### config.mk
export PLATFORM = sky130hd
export DESIGN_NAME = vrp_regs
export DESIGN_NICKNAME = d
export VERILOG_FILES = /design/src/sv/vrp_pkg.sv /design/src/sv/vrp_regs.sv
export SDC_FILE = /design/constraint.sdc
export NUM_CORES = 1
export LEC_CHECK = 0
export BUFFER_PORTS_ARGS = -buffer_cell sky130_fd_sc_hd__clkbuf_2
export CORE_AREA = 2 2 109 84
export DETAILED_ROUTE_END_ITERATION = 16
export DIE_AREA = 0 0 111 86
export HOLD_SLACK_MARGIN = 0.05
export PLACE_DENSITY_LB_ADDON = 0.08
export SYNTH_ARGS = -nofsm -noshare
export SYNTH_HDL_FRONTEND = slang
export SYNTH_SLANG_ARGS = --single-unit
### constraint.sdc
create_clock -name clk -period 6.1 [get_ports clk]
set_input_delay 1.22 -clock clk [delete_from_list [all_inputs] [get_ports clk]]
set_output_delay 1.22 -clock clk [all_outputs]
set_load 0.05 [all_outputs]
### src/sv/vrp_pkg.sv
// ---------------------------------------------------------------------------
// vrp_pkg: shared types and constants for the vertex rotate/project block
// Number formats, stage widths, register map and beat structs.
// ---------------------------------------------------------------------------
package vrp_pkg;

  // number formats
  localparam int COORD_WIDTH = 16;
  localparam int FRAC_BITS   = 12;
  localparam int TRIG_FRAC   = 14;
  localparam int TRIG_W      = 16;
  localparam int DIST_W      = 15;
  localparam int COLOR_W     = 8;

  // intermediate widths, all exact
  localparam int YP_W  = COORD_WIDTH + TRIG_W;      // yaw products
  localparam int YS_W  = YP_W + 2;                  // yaw sums with rounding headroom
  localparam int R1_W  = YS_W - TRIG_FRAC;          // x1, z1
  localparam int PP_W  = R1_W + TRIG_W;             // pitch products
  localparam int PS_W  = PP_W + 2;                  // pitch sums
  localparam int R2_W  = PS_W - TRIG_FRAC;          // y1, z2
  localparam int DEN_W = R2_W + 1;                  // distance + z2
  localparam int NUM_W = R2_W + DIST_W + 1;         // coordinate * distance
  localparam int N_W   = NUM_W + 2;                 // 2*num + den, and its magnitude
  localparam int DIV_W = DEN_W + 1;                 // divisor 2*den
  localparam int QB    = COORD_WIDTH + FRAC_BITS + 1; // quotient bits, one per stage
  localparam int Q_W   = QB + 1;                    // signed clamped quotient
  localparam int SP_W  = Q_W + DIST_W + 1;          // quotient * fov gain

  // pipeline depth
  localparam int ROT_STAGES = 4;
  localparam int PRJ_STAGES = QB + 6;
  localparam int LATENCY    = ROT_STAGES + PRJ_STAGES;

  // register map
  localparam int ADDR_W    = 5;
  localparam int REG_IDX_W = 3;

  typedef enum logic [REG_IDX_W-1:0] {
    REG_COS_YAW   = 3'd0,
    REG_SIN_YAW   = 3'd1,
    REG_COS_PITCH = 3'd2,
    REG_SIN_PITCH = 3'd3,
    REG_CAM_DIST  = 3'd4,
    REG_FOV_GAIN  = 3'd5
  } reg_idx_t;

  typedef struct packed {
    logic signed [TRIG_W-1:0] cos_yaw;
    logic signed [TRIG_W-1:0] sin_yaw;
    logic signed [TRIG_W-1:0] cos_pitch;
    logic signed [TRIG_W-1:0] sin_pitch;
    logic        [DIST_W-1:0] cam_dist;
    logic        [DIST_W-1:0] fov_gain;
  } cfg_t;

  localparam cfg_t CFG_RESET = '{
    cos_yaw:   16'sd16384,
    sin_yaw:   16'sd0,
    cos_pitch: 16'sd16384,
    sin_pitch: 16'sd0,
    cam_dist:  15'd12288,
    fov_gain:  15'd6144
  };

  typedef struct packed {
    logic signed [COORD_WIDTH-1:0] model_x;
    logic signed [COORD_WIDTH-1:0] model_y;
    logic signed [COORD_WIDTH-1:0] model_z;
    logic        [COLOR_W-1:0]     red_in;
    logic        [COLOR_W-1:0]     green_in;
    logic        [COLOR_W-1:0]     blue_in;
  } in_t;

  typedef struct packed {
    logic signed [COORD_WIDTH-1:0] screen_x;
    logic signed [COORD_WIDTH-1:0] screen_y;
    logic        [COLOR_W-1:0]     red_out;
    logic        [COLOR_W-1:0]     green_out;
    logic        [COLOR_W-1:0]     blue_out;
    logic                          behind_camera;
  } out_t;

  typedef struct packed {
    logic [COLOR_W-1:0] red;
    logic [COLOR_W-1:0] green;
    logic [COLOR_W-1:0] blue;
  } color_t;

  // rotated vertex handed from the rotate stages to the projection stages
  typedef struct packed {
    logic signed [R2_W-1:0] x1;
    logic signed [R2_W-1:0] y1;
    logic signed [R2_W-1:0] z2;
    color_t                 color;
  } rot_t;

  // sideband that rides alongside the divider
  typedef struct packed {
    logic   behind;
    logic   neg_x;
    logic   neg_y;
    logic   ovf_x;
    logic   ovf_y;
    color_t color;
  } side_t;

endpackage

### src/sv/vrp_regs.sv
// ---------------------------------------------------------------------------
// vrp_regs: configuration register file
// APB-style write/read of the trig, distance and gain registers.
// ---------------------------------------------------------------------------
module vrp_regs
  import vrp_pkg::*;
(
  input  logic              clk,
  input  logic              rst_n,
  input  logic              psel,
  input  logic              penable,
  input  logic              pwrite,
  input  logic [ADDR_W-1:0] paddr,
  input  logic [31:0]       pwdata,
  output logic [31:0]       prdata,
  output logic              pready,
  output cfg_t              cfg
);

  cfg_t     cfg_r;
  cfg_t     cfg_nxt;
  reg_idx_t idx;

  assign idx    = reg_idx_t'(paddr[ADDR_W-1:2]);
  assign pready = 1'b1;
  assign cfg    = cfg_r;

  // write decode
  always_comb begin
    cfg_nxt = cfg_r;
    if (psel && penable && pwrite) begin
      case (idx)
        REG_COS_YAW:   cfg_nxt.cos_yaw   = pwdata[TRIG_W-1:0];
        REG_SIN_YAW:   cfg_nxt.sin_yaw   = pwdata[TRIG_W-1:0];
        REG_COS_PITCH: cfg_nxt.cos_pitch = pwdata[TRIG_W-1:0];
        REG_SIN_PITCH: cfg_nxt.sin_pitch = pwdata[TRIG_W-1:0];
        REG_CAM_DIST:  cfg_nxt.cam_dist  = pwdata[DIST_W-1:0];
        REG_FOV_GAIN:  cfg_nxt.fov_gain  = pwdata[DIST_W-1:0];
        default:       cfg_nxt = cfg_r;
      endcase
    end
  end

  always_ff @(posedge clk) begin
    if (!rst_n) begin
      cfg_r <= CFG_RESET;
    end else begin
      cfg_r <= cfg_nxt;
    end
  end

  // read mux, signed registers come back sign extended
  always_comb begin
    case (idx)
      REG_COS_YAW:   prdata = 32'(cfg_r.cos_yaw);
      REG_SIN_YAW:   prdata = 32'(cfg_r.sin_yaw);
      REG_COS_PITCH: prdata = 32'(cfg_r.cos_pitch);
      REG_SIN_PITCH: prdata = 32'(cfg_r.sin_pitch);
      REG_CAM_DIST:  prdata = 32'(cfg_r.cam_dist);
      REG_FOV_GAIN:  prdata = 32'(cfg_r.fov_gain);
      default:       prdata = '0;
    endcase
  end

endmodule

==> impl_metrics.tcl, run 1 <==
set metrics [dict create \
    die_area_um2 9550 \
    cts_tree "built" \
    grt_usage_pct 24.5 \
    min_path_type "reg2reg" \
    chipHeight_um 86 \
    slowest_stage "nand2b_1" \
    dr.pass1.iters 4 \
    syn-num-nets 491 \
    port_buffers 149 \
    mostFrequentLayoutCell "clkbuf_2" \
    setup_tns_ps 0 \
    drtIter0Drc 206 \
    relSlewSlack_pct 22.8 \
    htree_levels 3 \
    tritoncts.num_buffers 9 \
    crit_top_cell "clkbuf_2" \
    max_slew.worst_pin.slew_ps 1160 \
    dp_hpwl_um 8040 \
    avgRoutedWirePerCell_um 17.3 \
    fmax_mhz 232 \
    final-setup-viol-count 0 \
    critPathKind "in2out" \
    start_kind "input pin" \
    slew_viol_final 0 \
    rsz0062_at_grt "false" \
    finalCritPeriodShare_pct 70.7 \
    irDropWorstVdd_uv 152 \
    cts.sinks 94 \
    cts_buffer_depth 2 \
    arrival_ps 3090 \
    cap_violations 0 \
    gp_congestion 0.791 \
    wl_um 11800 \
    nFillCells 735 \
    hold_start "cfg[37]" \
    r2r-end "cfg[11]" \
    via_count 3644 \
    areaGrowthSynthToFinish_pct 21.9 \
    insertion_delay_ps 330 \
    clk_pin_slew_ps 60 \
    grt_pass1_vias 3440 \
    ant_nets 0 \
    seqPwrFrac_pct 47.0 \
    path_buf_inv 2 \
    status "completed" \
    syn_area_um2 4410 \
    placed_cell_area_um2 5050 \
    reg2regPathDepth 2 \
    sw_frac_of_total_pct 23.6 \
    finalNetCount 609 \
    chipWidth_um 111 \
    hold_end "cfg[37]" \
    multi_input_area_um2 2210 \
    clockPowerShare_pct 44.6 \
    syn_inst 449 \
    io_pins 169 \
    netlist.top_cell.by_area "dfxtp_1" \
    cts_resized 0 \
    root_buffer "clkbuf_16" \
    viasPerCell 5.36 \
    clock_skew_ps 0 \
    rrSetupSlack_ps 5360 \
    cp_cell_sequence "clkbuf_2 > nand2b_1 > a2bb2oi_1 > o21ai_0 > clkbuf_2" \
    grt_overflow_total 0 \
    initial_core_util_pct 52.6 \
    p_int_w 0.00101 \
    rows 29 \
    timing.final.crit_period_ps 4310 \
    synth.avg_cell_area_um2 9.82 \
    diodes 0 \
    post_cts_buffers 0 \
    synth_top_area_share_pct 42.7 \
    stdcell_area_um2 5370 \
    grt_pass1_wl_um 18600 \
    worstSetupEndpointType "output pin" \
    ys.warnings.count 0 \
    hold_viol_final 0 \
    coreArea_um2 8380 \
    rr_startpoint "cfg[11]" \
    antenna_found_initial 0 \
    regArea_um2 1880 \
    crit_required_ps 4880 \
    cp_max_fo 33 \
    switchingPower_w 0.000312 \
    largest_reg_flops 94 \
    power_frac_comb_pct 8.4 \
    power_density_nw_per_um2 246 \
    synth_area_leaders "dfxtp_1 (43%), mux2i_1 (28%), nand2_1 (8.9%), buf_4 (3.9%), mux2_2 (2.0%)" \
    drc 0 \
    final_cell_mix "clkbuf_2 (148), mux2i_1 (122), nand2_1 (105)" \
    yosys_register_bits 94 \
    crit_family "buffers and inverters" \
    seq_area_frac_synth_pct 42.7 \
    p_leak_nw 2.37 \
    grt_max_degree 85 \
    drive_above_1_share_pct 32.7 \
    cpPeakStageDelay_ps 610 \
    ctsHoldBuffers 0 \
    hold_depth 2 \
    yosysUniqueCellTypes 29 \
]
worst reg2reg max path, stage by stage (launching register included):
cell and delay (ps):
dfxtp_1 320, o21ai_0 80, o311ai_0 160
cells in the mapped netlist:
library cell  instances
a22oi_1               8
a2bb2oi_1             6
and2_1                1
buf_2                 8
buf_4                23
buf_6                 3
clkbuf_1             16
conb_1                1
dfxtp_1              94
inv_1                 3
mux2_2                8
mux2i_1             122
mux4_2                1
nand2_1             105
nand2b_1              4
nand4_1               1
nand4b_4              1
nor2_1                1
nor2_2                3
nor2b_1              10
nor3_4                1
nor3b_1               2
o21a_1                1
o21ai_0               6
o221ai_1              6
o22ai_1               5
o311ai_0              1
o32a_1                2
or3_1                 6
power by group through the flow:
stage                     Combinational, W  Clock [W]  Sequential, W
after floorplan                  0.0000673          0       0.000651
after global placement            0.000111          0       0.000636
after detailed placement          0.000112          0       0.000636
after CTS                         0.000112   0.000599       0.000622
after global routing              0.000119   0.000622       0.000622
final                             0.000112   0.000590       0.000622
layout make-up:
class | instances | share of cell area (%)
clock buffers | 14 | 5.29
clock inverters | 2 | 0.699
inverters | 3 | 0.210
multi-input cells | 302 | 41.2
flip-flops and latches | 94 | 35.0
well taps | 108 | 2.52
repair buffers | 157 | 15.0
layer usage:
metal  share of wire (%)  track usage, %  wire length, µm
met1                  46            33.0             5380
met2                  47            40.8             5560
met3                 6.5            5.30              766
met4                0.43            5.91               51
met5                   0               0                0
per-stage QoR:
step | total power (W) | worst slack [ps] | util [%] | hold WS (ps) | instances
5_1_grt | 0.00136 | 1690 | 64.1 | 487 | 680
3_3_place_gp | 0.000746 | 1810 | 60.3 | 455 | 664
3_5_place_dp | 0.000747 | 1800 | 60.3 | 464 | 664
2_1_floorplan | 0.000718 | 1550 | - | 681 | 449
6_report | 0.00132 | 1790 | 64.1 | 472 | 680
4_1_cts | 0.00133 | 1800 | 64.1 | 473 | 680
how the worst max path moves through the flow:
stage,from,endpoint,slack (ps),cells past startpoint
after CTS,paddr[4],prdata[2],1800,5
after detailed placement,paddr[4],prdata[2],1800,5
after global placement,paddr[4],prdata[2],1810,5
after global routing,paddr[2],prdata[15],1690,4
final,paddr[4],prdata[6],1790,5
after floorplan,paddr[2],prdata[16],1550,4
cell families (layout without fill, tap and decap cells):
logic type / Yosys count / after routing / synth area share (%)
simple gates: 135 / 135 / 13.8
buf+inv: 53 / 176 / 7.21
compound gates: 35 / 35 / 5.96
mux: 131 / 131 / 30.2
flops: 94 / 94 / 42.7
other cells: 1 / 1 / 0.0850
No activity file was read; power rests on OpenSTA's default activity.
==> run 2, diff against run 1 <==
--- a/config.mk
+++ b/config.mk
@@ -6,9 +6,9 @@
 export NUM_CORES = 1
 export LEC_CHECK = 0
 export BUFFER_PORTS_ARGS = -buffer_cell sky130_fd_sc_hd__clkbuf_2
-export CORE_AREA = 2 2 109 84
+export CORE_AREA = 2 2 113 88
 export DETAILED_ROUTE_END_ITERATION = 16
-export DIE_AREA = 0 0 111 86
+export DIE_AREA = 0 0 115 90
 export HOLD_SLACK_MARGIN = 0.05
 export PLACE_DENSITY_LB_ADDON = 0.08
 export SYNTH_ARGS = -nofsm -noshare
==> constraint.sdc (replaced) <==
create_clock -name clk -period 4.4 [get_ports clk]
set_input_delay 0.88 -clock clk [delete_from_list [all_inputs] [get_ports clk]]
set_output_delay 0.88 -clock clk [all_outputs]
set_load 0.05 [all_outputs]
==> run 2 against run 1 <==
  * Sequential power rose by 39%
  * Cell count rose by 1.2%
  * Worst setup slack got worse by 880 ps
  * Register-to-register slack got worse by 1700 ps
  * Clock skew did not move
  * Via count rose by 1.6%
  * Highest routed layer unchanged
  * Routed wire length rose by 2.6%
  * Core utilization fell by 6.0 points
  * Flip-flop and latch count did not move
==> impl_metrics.tcl, run 2 (same netlist as run 1, synthesis figures left out) <==
set metrics [dict create \
    status "completed" \
    crit_required_ps 3520 \
    tritoncts.num_buffers 9 \
    cts_buffer_depth 2 \
    dr.pass1.iters 5 \
    hold_depth 2 \
    gp_congestion 0.810 \
    finalCritPeriodShare_pct 79.3 \
    critPathLaunch "paddr[2]" \
    clock_skew_ps 0 \
    ant_nets 0 \
    post_cts_buffers 0 \
    finalNonFillerCells 688 \
    busiest_layer "met2" \
    fin_ws_ps 911 \
    finalNetCount 611 \
    cp_max_fo 45 \
    use_met1_pct 32.2 \
    whs_ps 472 \
    relSlewSlack_pct 22.2 \
    ctsHoldBuffers 0 \
    cts.sinks 94 \
    hold_viol_final 0 \
    htree_levels 3 \
    rows 31 \
    hold_end "cfg[59]" \
    grt_pass1_vias 3383 \
    reg2regPathDepth 2 \
    chipHeight_um 90 \
    clk_pin_slew_ps 60 \
    cts_tree "built" \
    antenna_found_initial 0 \
    drc 0 \
    slew_viol_final 0 \
    dp_slack_ps 931 \
    max_slew.worst_pin.slew_ps 1170 \
    grt_pass1_wl_um 18700 \
    cap_violations 0 \
    final_cell_mix "clkbuf_2 (148), mux2i_1 (122), nand2_1 (105)" \
    setup_tns_ps 0 \
    initial_core_util_pct 47.4 \
    port_buffers 149 \
    via_count 3701 \
    viasPerCell 5.38 \
    grt_usage_pct 23.1 \
    io_pins 169 \
    placed_cell_area_um2 5070 \
    power_density_nw_per_um2 352 \
    fmax_mhz 287 \
    diodes 0 \
    worstSetupEndpointType "output pin" \
    avgRoutedWirePerCell_um 17.5 \
    timing.final.crit_period_ps 3490 \
    arrival_ps 2610 \
    wl_um 12100 \
    chipWidth_um 115 \
    mostFrequentLayoutCell "clkbuf_2" \
    min_path_type "reg2reg" \
    coreArea_um2 9310 \
    p_leak_nw 2.38 \
    dp_hpwl_um 8070 \
    areaGrowthSynthToFinish_pct 22.7 \
    use_met3_pct 6.95 \
    largest_reg_flops 94 \
    grt_overflow_total 0 \
    insertion_delay_ps 340 \
    hold_start "cfg[59]" \
    final-setup-viol-count 0 \
    critPathKind "in2out" \
    place_inst 673 \
    irDropWorstVdd_uv 210 \
    drtIter0Drc 259 \
    start_kind "input pin" \
    grt_max_degree 109 \
    root_buffer "clkbuf_16" \
    rrSetupSlack_ps 3680 \
    grt_use_met2_pct 35.8 \
    die_area_um2 10400 \
    rsz0062_at_grt "false" \
    drive_above_1_share_pct 33.0 \
    cts_resized 0 \
    stdcell_area_um2 5410 \
    rr_startpoint "cfg[11]" \
    r2r-end "cfg[11]" \
]
[run 2: cell count changes in the layout (fill, tap and decap cells not counted)]
cell | previous run | this run
clkinv_4 | 0 | 1
clkinv_2 | 0 | 1
clkbuf_1 | 1 | 0
bufinv_16 | 1 | 3
buf_4 | 9 | 11
clkbuf_8 | 4 | 0
[run 2: worst max path at each step]
stage	to	slack, ps	depth (start not counted)
finish	prdata[7]	910	6
global route	prdata[7]	780	6
CTS	prdata[9]	920	6
detailed placement	prdata[9]	930	6
global placement	prdata[14]	930	6
floorplan	prdata[16]	530	4
[run 2: report_power, final]
| part | total (W) | switching (W) | internal, W | leakage [nW] |
|---|---|---|---|---|
| registers | 0.000862 | 0.00000514 | 0.000857 | 0.758 |
| logic | 0.000158 | 0.000114 | 0.0000434 | 1.46 |
| clock network | 0.000884 | 0.000332 | 0.000552 | 0.161 |
| total | 0.00190 | 0.000452 | 0.00145 | 2.38 |
[run 2: area by class of cell]
class	count	area, µm²
Timing Repair Buffer	159	823
Clock inverter	6	111
Fill cell	832	3900
Inverter	3	11.3
Multi-Input combinational cell	302	2210
Tap cell	115	144
Clock buffer	9	225
Sequential cell	94	1880
[run 2: stage by stage]
step	power (W)	util (%)
6_report	0.00190	58.1
5_1_grt	0.00197	58.1
4_1_cts	0.00192	58.1
3_5_place_dp	0.00104	54.5
3_3_place_gp	0.00104	54.5
2_1_floorplan	0.000996	-
[run 2: layer usage]
metal | share of wire, % | vias up
met4 | 0.79 | 0
li1 | - | 1779
met2 | 46 | 122
met5 | 0 | -
met3 | 6.0 | 7
met1 | 48 | 1793
[run 2: critical path, stage by stage]
cell and delay, ps:
clkbuf_2 110, buf_4 590, nor2b_1 420, a22oi_1 150, o22ai_1 150, clkbuf_2 310
==> run 3, diff against run 2 <==
--- a/config.mk
+++ b/config.mk
@@ -5,10 +5,11 @@
 export SDC_FILE = /design/constraint.sdc
 export NUM_CORES = 1
 export LEC_CHECK = 0
+export ABC_AREA = 1
 export BUFFER_PORTS_ARGS = -buffer_cell sky130_fd_sc_hd__clkbuf_2
-export CORE_AREA = 2 2 113 88
+export CORE_AREA = 2 2 123 95
 export DETAILED_ROUTE_END_ITERATION = 16
-export DIE_AREA = 0 0 115 90
+export DIE_AREA = 0 0 125 97
 export HOLD_SLACK_MARGIN = 0.05
 export PLACE_DENSITY_LB_ADDON = 0.08
 export SYNTH_ARGS = -nofsm -noshare
==> constraint.sdc (replaced) <==
create_clock -name clk -period 3 [get_ports clk]
set_input_delay 0.6 -clock clk [delete_from_list [all_inputs] [get_ports clk]]
set_output_delay 0.6 -clock clk [all_outputs]
set_load 0.05 [all_outputs]
==> run 3 against run 2 <==
  * Worst setup slack lost 510 ps
  * Non-clock buffer count increased by 9
  * Register-to-register slack got worse by 1300 ps
  * Synthesized cell count grew 69%
  * Sequential power is 48% higher
  * Sequential share of layout area is 3.6 points lower
  * Cell count is 48% higher
  * Flip-flop and latch count stayed put
  * Worst hold slack better by 26 ps
  * Clock power up 29%
==> impl_metrics.tcl, run 3 <==
set metrics [dict create \
    status "completed" \
    synth_most_common_cell "nand2_1" \
    post_cts_buffers 0 \
    synth_edf_count 0 \
    syn_inst 761 \
    hold_start "pwdata[11]" \
    fin_util_pct 55.9 \
    dr.pass1.iters 5 \
    arrival_ps 2000 \
    clockPowerShare_pct 40.8 \
    crit_top_cell "nand2_1" \
    coreArea_um2 10800 \
    p_leak_nw 2.96 \
    die_area_um2 12100 \
    final-setup-viol-count 0 \
    chipHeight_um 97 \
    nFillCells 1121 \
    relSlewSlack_pct 48.1 \
    io_pins 169 \
    grt_pass1_vias 4553 \
    synth_top_area_share_pct 39.3 \
    drive_above_1_share_pct 22.3 \
    grt_overflow_total 0 \
    ctsHoldBuffers 0 \
    cpPeakStageDelay_ps 310 \
    mostFrequentLayoutCell "nand2_1" \
    crit_family "buffers and inverters" \
    dp_slack_ps 433 \
    grt_usage_pct 26.9 \
    hold_depth 3 \
    synth_area_leaders "dfxtp_1 (39%), nand2_1 (17%), nor2_1 (15%), nand3_1 (11%), buf_4 (3.8%)" \
    hold_viol_final 0 \
    cts_tree "built" \
    p_int_w 0.00201 \
    cts_buffer_depth 2 \
    irDropWorstVdd_uv 239 \
    syn-num-nets 803 \
    yosys_register_bits 94 \
    power_w 0.00278 \
    finalCritPeriodShare_pct 86.5 \
    max_slew.worst_pin.slew_ps 777 \
    gp_congestion 0.916 \
    power_frac_comb_pct 13.3 \
    power_density_nw_per_um2 461 \
    via_count 5174 \
    drtIter0Drc 483 \
    synthArstFlopShare_pct 0 \
    worstSetupEndpointType "output pin" \
    path_buf_inv 5 \
    cp_max_fo 19 \
    timing.final.crit_period_ps 2600 \
    finalNetCount 915 \
    wl_um 16700 \
    cap_violations 0 \
    seq_area_frac_synth_pct 39.3 \
    rr_startpoint "cfg[28]" \
    use_met3_pct 6.03 \
    largest_reg_flops 94 \
    areaGrowthSynthToFinish_pct 26.2 \
    initial_core_util_pct 44.3 \
    chipWidth_um 125 \
    antenna_found_initial 0 \
    root_buffer "clkbuf_16" \
    grt_max_degree 61 \
    viasPerCell 5.08 \
    seqPwrFrac_pct 45.9 \
    slew_viol_final 0 \
    synth.avg_cell_area_um2 6.29 \
    switchingPower_w 0.000775 \
    busiest_layer "met1" \
    avgRoutedWirePerCell_um 16.4 \
    htree_levels 3 \
    critPathKind "in2out" \
    rsz0062_at_grt "false" \
    tritoncts.num_buffers 9 \
    clk_pin_slew_ps 60 \
    min_path_type "in2reg" \
    crit_required_ps 2400 \
    fin_ws_ps 405 \
    ys.flop_type "dfxtp_1" \
    yosysUniqueCellTypes 20 \
    syn_area_um2 4790 \
    grt_use_met2_pct 38.3 \
    ant_nets 0 \
    sw_frac_of_total_pct 27.8 \
    synth_common_cells "nand2_1 (218), nor2_1 (196), nand3_1 (101), dfxtp_1 (94), inv_1 (34)" \
    insertion_delay_ps 340 \
    setup_tns_ps 0 \
    netlist.top_cell.by_area "dfxtp_1" \
    rows 33 \
    r2r-end "cfg[28]" \
    final_cell_mix "nand2_1 (218), nor2_1 (195), clkbuf_2 (132)" \
    grt_pass1_wl_um 25200 \
    drc 0 \
    start_kind "input pin" \
    cts_resized 0 \
    slowest_stage "clkbuf_2" \
    ys.warnings.count 0 \
    reg2regPathDepth 2 \
    clock_skew_ps 0 \
    port_buffers 149 \
    cts.sinks 94 \
    placed_cell_area_um2 5760 \
    fmax_mhz 385 \
    stdcell_area_um2 6040 \
    diodes 0 \
    hold_end "cfg[11]" \
    cp_cell_sequence "clkbuf_2 > clkinv_2 > nor2_2 > nand2_1 > nand2_1 > inv_1 > nand2_1 > buf_4 > clkbuf_2" \
    dp_hpwl_um 11800 \
    rrSetupSlack_ps 2340 \
    use_met1_pct 39.5 \
]
-- run 3: layout make-up --
class                   count  area (µm²)  area share (%)
multi-input cells         563        2380            39.4
flip-flops and latches     94        1880            31.1
repair buffers            168        1180            19.5
clock buffers              13         240            3.98
well taps                 140         175            2.90
inverters                  37         140            2.32
clock inverters             3        45.0           0.745
-- run 3: worst max-delay path by stage --
stage                     startpoint    endpoint  cells after the start
final                       paddr[3]  prdata[26]                      9
after global routing        paddr[3]  prdata[23]                      9
after CTS                   paddr[3]  prdata[26]                      9
after detailed placement    paddr[3]  prdata[26]                      9
after global placement      paddr[3]  prdata[21]                      9
after floorplan             paddr[3]  prdata[16]                      8
-- run 3: tightest hold or removal path, cell delays in order --
cell and delay [ps]:
clkbuf_2 100, nand2_1 50, nand3_1 60
-- run 3: stage by stage --
step / std cells / hold WS [ps]
floorplan: 761 / 696
global placement: 1002 / 474
detailed placement: 1002 / 485
CTS: 1018 / 493
global route: 1018 / 504
finish: 1018 / 498
-- run 3: cell families after synthesis --
family,after synthesis,share of synthesized area [%]
other cells,1,0.0783
compound gates,7,0.731
flops,94,39.3
buf+inv,104,11.1
simple gates,555,48.8
-- run 3: power by group through the flow --
stage,logic [W],clock network [W],registers (W)
3_5_place_dp,0.000366,0,0.00131
3_3_place_gp,0.000364,0,0.00131
5_1_grt,0.000394,0.00120,0.00128
6_report,0.000369,0.00114,0.00128
4_1_cts,0.000367,0.00115,0.00128
2_1_floorplan,0.000191,0,0.00136
-- run 3: routing by layer --
metal / up-vias / routed length, µm
met5: - / 0
met4: 0 / 484
met3: 30 / 1440
met2: 230 / 6940
met1: 2322 / 7830
li1: 2592 / -
